`config.mk`:
```
export PLATFORM = sky130hd
export DESIGN_NAME = lrutc_cell
export DESIGN_NICKNAME = d
export VERILOG_FILES = /design/src/hdl/lrutc_pkg.sv /design/src/hdl/lrutc_cell.sv
export SDC_FILE = /design/constraint.sdc
export NUM_CORES = 1
export LEC_CHECK = 0
export ABC_AREA = 0
export BUFFER_PORTS_ARGS = -buffer_cell sky130_fd_sc_hd__buf_2
export CORE_MARGIN = 2
export CORE_UTILIZATION = 43
export CTS_CLUSTER_DIAMETER = 60
export DETAILED_ROUTE_END_ITERATION = 8
export PLACE_DENSITY = 0.86
export SLEW_MARGIN = 20
export SYNTH_ARGS = -nofsm -noshare
export SYNTH_HDL_FRONTEND = slang
export SYNTH_SLANG_ARGS = --single-unit
```
`constraint.sdc`:
```
create_clock -name i_clk -period 6.5 [get_ports i_clk]
set_clock_uncertainty 0.05 [all_clocks]
set_input_delay 0.975 -clock i_clk [delete_from_list [all_inputs] [get_ports i_clk]]
set_output_delay 0.975 -clock i_clk [all_outputs]
set_load 0.005 [all_outputs]
```
`src/hdl/lrutc_pkg.sv`:
```
// Shared constants and types for the LRU tile cache tag array.
package lrutc_pkg;

    localparam int CAPACITY      = 256;
    localparam int COORD_BITS    = 16;
    localparam int SLOT_BITS     = $clog2(CAPACITY);
    localparam int CNT_BITS      = $clog2(CAPACITY + 1);
    localparam int STAMP_BITS    = 32;
    localparam int LIMIT_BITS    = 9;
    localparam int FIELD_BITS    = 16;   // port width of tile_x/tile_y/evicted_x/evicted_y
    localparam int SLOT_OUT_BITS = 8;    // port width of slot

    typedef logic [COORD_BITS-1:0]    t_coord;
    typedef logic [SLOT_BITS-1:0]     t_slot;
    typedef logic [STAMP_BITS-1:0]    t_stamp;
    typedef logic [CNT_BITS-1:0]      t_count;
    typedef logic [SLOT_OUT_BITS-1:0] t_slot_out;
    typedef logic [FIELD_BITS-1:0]    t_field;

    // Search token that walks the cell chain, one cell per cycle.
    typedef struct packed {
        logic   active;
        logic   hit_found;
        t_slot  hit_idx;
        logic   old_found;
        t_stamp old_stamp;
        t_slot  old_idx;
        t_coord old_col;
        t_coord old_row;
    } t_scan;

    // Update broadcast to all cells; only the addressed cell takes it.
    typedef struct packed {
        logic   en;
        logic   set_tag;
        t_slot  idx;
        t_coord col;
        t_coord row;
        t_stamp stamp;
    } t_wr;

endpackage

```
`src/hdl/lrutc_cell.sv`:
```
// One slot of the tag array: stored tag, stamp and valid, plus one chain stage.
module lrutc_cell import lrutc_pkg::*; (
    input  logic   i_clk,
    input  logic   i_rst_n,
    input  t_slot  i_idx,
    input  t_coord i_req_x,
    input  t_coord i_req_y,
    input  t_scan  i_tok,
    output t_scan  o_tok,
    input  t_wr    i_wr
);

    logic   r_valid;
    t_coord r_col;
    t_coord r_row;
    t_stamp r_stamp;
    t_scan  r_tok;
    t_scan  n_tok;
    logic   w_match;
    logic   w_older;

    assign w_match = r_valid && (r_col == i_req_x) && (r_row == i_req_y);
    // strict compare keeps the lowest slot on a stamp tie
    assign w_older = r_valid && (!i_tok.old_found || (r_stamp < i_tok.old_stamp));

    always_comb begin
        n_tok = i_tok;
        if (i_tok.active) begin
            if (w_match && !i_tok.hit_found) begin
                n_tok.hit_found = 1'b1;
                n_tok.hit_idx   = i_idx;
            end
            if (w_older) begin
                n_tok.old_found = 1'b1;
                n_tok.old_stamp = r_stamp;
                n_tok.old_idx   = i_idx;
                n_tok.old_col   = r_col;
                n_tok.old_row   = r_row;
            end
        end
    end

    always_ff @(posedge i_clk) begin
        if (!i_rst_n) begin
            r_valid      <= 1'b0;
            r_tok.active <= 1'b0;
        end else begin
            r_tok <= n_tok;
            if (i_wr.en && (i_wr.idx == i_idx)) begin
                r_valid <= 1'b1;
            end
        end
    end

    // tag and stamp storage: no reset, only read while valid
    always_ff @(posedge i_clk) begin
        if (i_wr.en && (i_wr.idx == i_idx)) begin
            r_stamp <= i_wr.stamp;
            if (i_wr.set_tag) begin
                r_col <= i_wr.col;
                r_row <= i_wr.row;
            end
        end
    end

    assign o_tok = r_tok;

endmodule

```
== After elaboration in Yosys (flattened, before gate mapping) ==
Index checks and enable logic that the tools add are counted.
W data, S select, Z words.

* Flip-flop bits (word level): 148
* Word-level logic and storage cells: 28

* $lt $le $gt $ge: 1
* Reduce and logical (&&, ||, !) cells: 9
* Equal/unequal tests: 3
* Muxes and demuxes: 3

{| class="wikitable"
|+ Operators by type and width
! operator !! number
|-
| $mux W82 || 1
|-
| $mux W73 || 1
|-
| $eq A16 B16 Y1 || 2
|-
| $lt A32 B32 Y1 || 1
|-
| $mux W9 || 1
|-
| $eq A8 B8 Y1 || 1
|-
| $logic_and A1 B1 Y1 || 5
|-
| $logic_not A1 Y1 || 2
|-
| $reduce_and A2 Y1 || 1
|-
| $logic_or A1 B1 Y1 || 1
|}

== Longest topological paths before layout ==
* Word-level depth: 6
* Depth in mapped cells: 9
* Gate-level depth less buffers: 8

== Worst setup path before layout ==
No wires, ideal clock.

* Kind: input port to flip-flop
* Start: in i_idx[4]
* End: reg r_col[0] (enable)
* Library setup time: 392 ps
* Setup slack: 301 ps
* Data arrival time: 5757 ps
* Stages: 5
* Cells stage by stage: xor2_1 > nor4_1 > nand3_1 > nor4_1 > and2_1

* Word-level cells in the longest chain between the ends: 3

{| class="wikitable"
|+ RTL lines
! what !! RTL line !! source
|-
| start: declaration || lrutc_cell.sv:5 || <nowiki>input t_slot i_idx,</nowiki>
|-
| $eq A8 B8 Y1 || lrutc_cell.sv:57 || <nowiki>if (i_wr.en && (i_wr.idx == i_idx)) begin</nowiki>
|-
| $logic_and A1 B1 Y1 || lrutc_cell.sv:57 ||
|-
| $reduce_and A2 Y1 (no line) || n/a ||
|-
| end signal: assignment || lrutc_cell.sv:60 || <nowiki>r_col <= i_wr.col;</nowiki>
|-
| end: declaration || lrutc_cell.sv:14 || <nowiki>t_coord r_col;</nowiki>
|}

Every way passes these cells.
A chain may end at the register's enable or synchronous reset.

==> flow_summary.yaml <==
global_route:
  grt-ovfl-total: 0
  grt_max_degree: 85
  antenna_found_initial: 0
  grt_pass1_wl_mm: 23.8
  gr-usage-all-layers_pct: 19.6
  grt_pass1_vias: 4614
logic_synthesis:
  synth_seq_cells: 148
  syn_inst: 405
  yosys.area.top_type: "edfxtp_1"
  syn_nets: 635
  syn_avg_cell_area_um2: 16.4
  synth_cell_type_count: 32
  synth_edf_count: 146
  synth.top_cell.area_share_pct: 65.9
  yosys.area_share.xor_xnor_pct: 5.26
  synth_compound_area_share_pct: 2.82
  ys_warn_count: 0
  synthArstFlopShare_pct: 0
  synth_top_family_by_area: "multiplexers"
  synth_mux_area_share_pct: 13.5
  netlist_area_mm2: 0.00666
  ys.flop_type: "edfxtp_1"
  synthSimpleGateAreaFrac_pct: 3.35
  yosysSeqAreaShare_pct: 66.5
  synthTopCellsByArea: "edfxtp_1 (66%), mux2_2 (12%), ha_1 (5.8%)"
  synth_fa_ha_area_share_pct: 5.83
timing:
  max_freq_mhz: 275
  finalSetupTns_ns: 0
  relSlewSlack_pct: 43.1
  period_share_pct: 55.9
  rsz0062_at_grt: "false"
  finalHoldViolations: 0
  setup_violations: 0
  drv_slew: 0
  worst_slew_pin_slew_ns: 0.854
  min_period_ns: 3.64
final_layout:
  stdcell_area_mm2: 0.00889
  multi_input_comb_area_mm2: 0.00206
  fin_cells: 903
  num_antenna_cells: 0
  seqCellArea_mm2: 0.00442
  syn_to_final_growth_pct: 33.5
  nNetsFinal: 932
  layout-drive-gt1-share_pct: 54.4
  nFillCells: 1180
worst_setup_path:
  cp.arrival_ns: 3.76
  ff2ff_setup_slack_ns: 3.14
  cp-end-kind: "flip-flop"
  cp_max_fo: 40
  cp-startpoint: "i_tok[45]"
  start_kind: "input pin"
  required_ns: 6.62
  crit_type: "in2reg"
  rr_worst_depth: 9
  rr_endpoint: "o_tok[23]"
  rr_startpoint: "r_stamp[5]"
routing:
  viasPerCell: 5.02
  wirelength_mm: 16.2
  num_vias: 4535
  drt-initial-drc-count: 160
  drc: 0
  routedWlPerCell_um: 18.0
  ant_nets: 0
  first_pass_iters: 4
cts:
  cts_buffers: 17
  post_cts_buffers: 0
  cts_hold_buffers: 0
  clk_latency_ns: 0.42
  cts_tree: "built"
  clockBufferDepth: 2
  cts_root_buf: "clkbuf_16"
  htree_levels: 4
  clk_pin_slew_ns: 0.06
  cts_resized: 0
  clock_sinks: 148
worst_hold_path:
  hp-start: "r_valid"
  hold_path_class: "reg2reg"
  hold_depth: 1
  hold_end: "r_valid"
power_and_ir_drop:
  pwr-share-seq_pct: 48.9
  leakagePower_nw: 3.73
  p_comb_share_pct: 8.0
  p_clk_share_pct: 43.1
  p_switching_uw: 484
  total_power_mw: 2.24
  intPower_mw: 1.75
  peakVddDrop_uv: 200
  p_per_area_mw_per_mm2: 252
  p_sw_share_pct: 21.6
status:
  outcome: "finished, final reports clean"
place:
  hpwl_mm: 12.3
  place_inst: 870
  io_buffers: 281
  gp_congestion: 0.816
  place_area_mm2: 0.00828
floorplan:
  rows: 45
  die_y_um: 128
  dieWidth_um: 128
  fp.dieArea_mm2: 0.0165
  start_util_pct: 44.0
  core_mm2: 0.0151
  ioPinCount: 282
run:
  cap_viol_max_count: 0
==> placed cells by master, fill, tap and decap left out, types with 2 or more instances in the layout <==
cell type     n
inv_6         3
clkbuf_16    17
bufinv_16     2
nand3_1       6
a211oi_1      2
xnor2_1      25
ha_1         31
a221o_1       2
and2_1        2
and3_1        2
nand4_1      10
clkinv_4      4
o21ai_0       4
mux2_1        8
a21o_1        3
clkinvlp_4    4
nor3_1        3
inv_1        31
buf_2       280
clkbuf_1      2
a21oi_1       9
mux2_2       72
nand2_1       7
nor4_1        4
nand2b_1      3
dfxtp_1       2
nor2_1        2
buf_4         2
edfxtp_1    146
xor2_1       15
==> state kept, by name (all words and copies together) (netlist names) <==
signal / count
r_col: 16
o_tok: 83
r_row: 16
r_valid: 1
r_stamp: 32
==> cell families (layout without fill, tap and decap cells) <==
logic type,Yosys count,count (layout)
flops,148,148
mux,80,80
simple gates,41,41
xor+xnor,40,40
buf+inv,38,348
fa+ha+maj,31,31
compound gates,27,27
==> per-stage QoR <==
step                      hold WS, ns  util (%)  worst slack (ns)
after detailed placement        0.430      54.6              2.11
after global routing            0.469      58.7              2.60
after global placement          0.421      54.6              2.14
after floorplan                 0.412         -             0.301
final                           0.442      58.7              2.86
after CTS                       0.445      58.5              2.56
==> synth_stat cells, drive strengths merged (3+ instances only) <==
cell type,instances
mux2,80
nand2,7
xnor2,25
nor4,5
buf,7
edfxtp,146
o21ai,4
nor3,3
nand4,10
nand2b,3
a21oi,10
ha,31
xor2,15
a21o,3
inv,31
nand3,6
==> worst max-delay path by stage <==
stage | endpoint | slack (ns) | cells past startpoint
final | o_tok[23] | 2.86 | 11
after global routing | o_tok[22] | 2.60 | 11
after CTS | o_tok[22] | 2.56 | 10
after detailed placement | o_tok[13] | 2.11 | 10
after global placement | o_tok[8] | 2.14 | 10
after floorplan | r_col[0] | 0.30 | 5
==> routing by layer <==
layer	vias up	part of all wire (%)	track usage, %
met5	-	0	0
met1	2172	38	21.4
met2	196	53	35.3
li1	2138	-	-
met4	0	2.6	8.40
met3	29	6.4	6.03
==> power groups by stage <==
stage	clock network [mW]	logic (mW)	registers (mW)
after floorplan	0	0.0549	1.12
after global placement	0	0.175	1.11
after detailed placement	0	0.180	1.11
after CTS	0.985	0.181	1.09
after global routing	1.02	0.198	1.10
final	0.965	0.180	1.09
==> worst max-delay path, stage by stage <==
cell and delay (ns):
buf_2 0.09, inv_1 0.04, ha_1 0.29, a21o_1 0.16, a221o_1 0.33, a31oi_1 0.22
o211ai_1 0.23, a21oi_4 0.51, buf_16 0.24, buf_12 0.24, mux2_2 0.38
==> final cells by class <==
| class | count | area share [%] |
|---|---|---|
| Multi-Input combinational cell | 219 | 23.1 |
| Timing Repair Buffer | 285 | 16.6 |
| Tap cell | 188 | 2.65 |
| Clock buffer | 19 | 4.87 |
| Inverter | 31 | 1.31 |
| Clock inverter | 13 | 1.70 |
| Sequential cell | 148 | 49.8 |
Power figures use the tool's default switching activity.
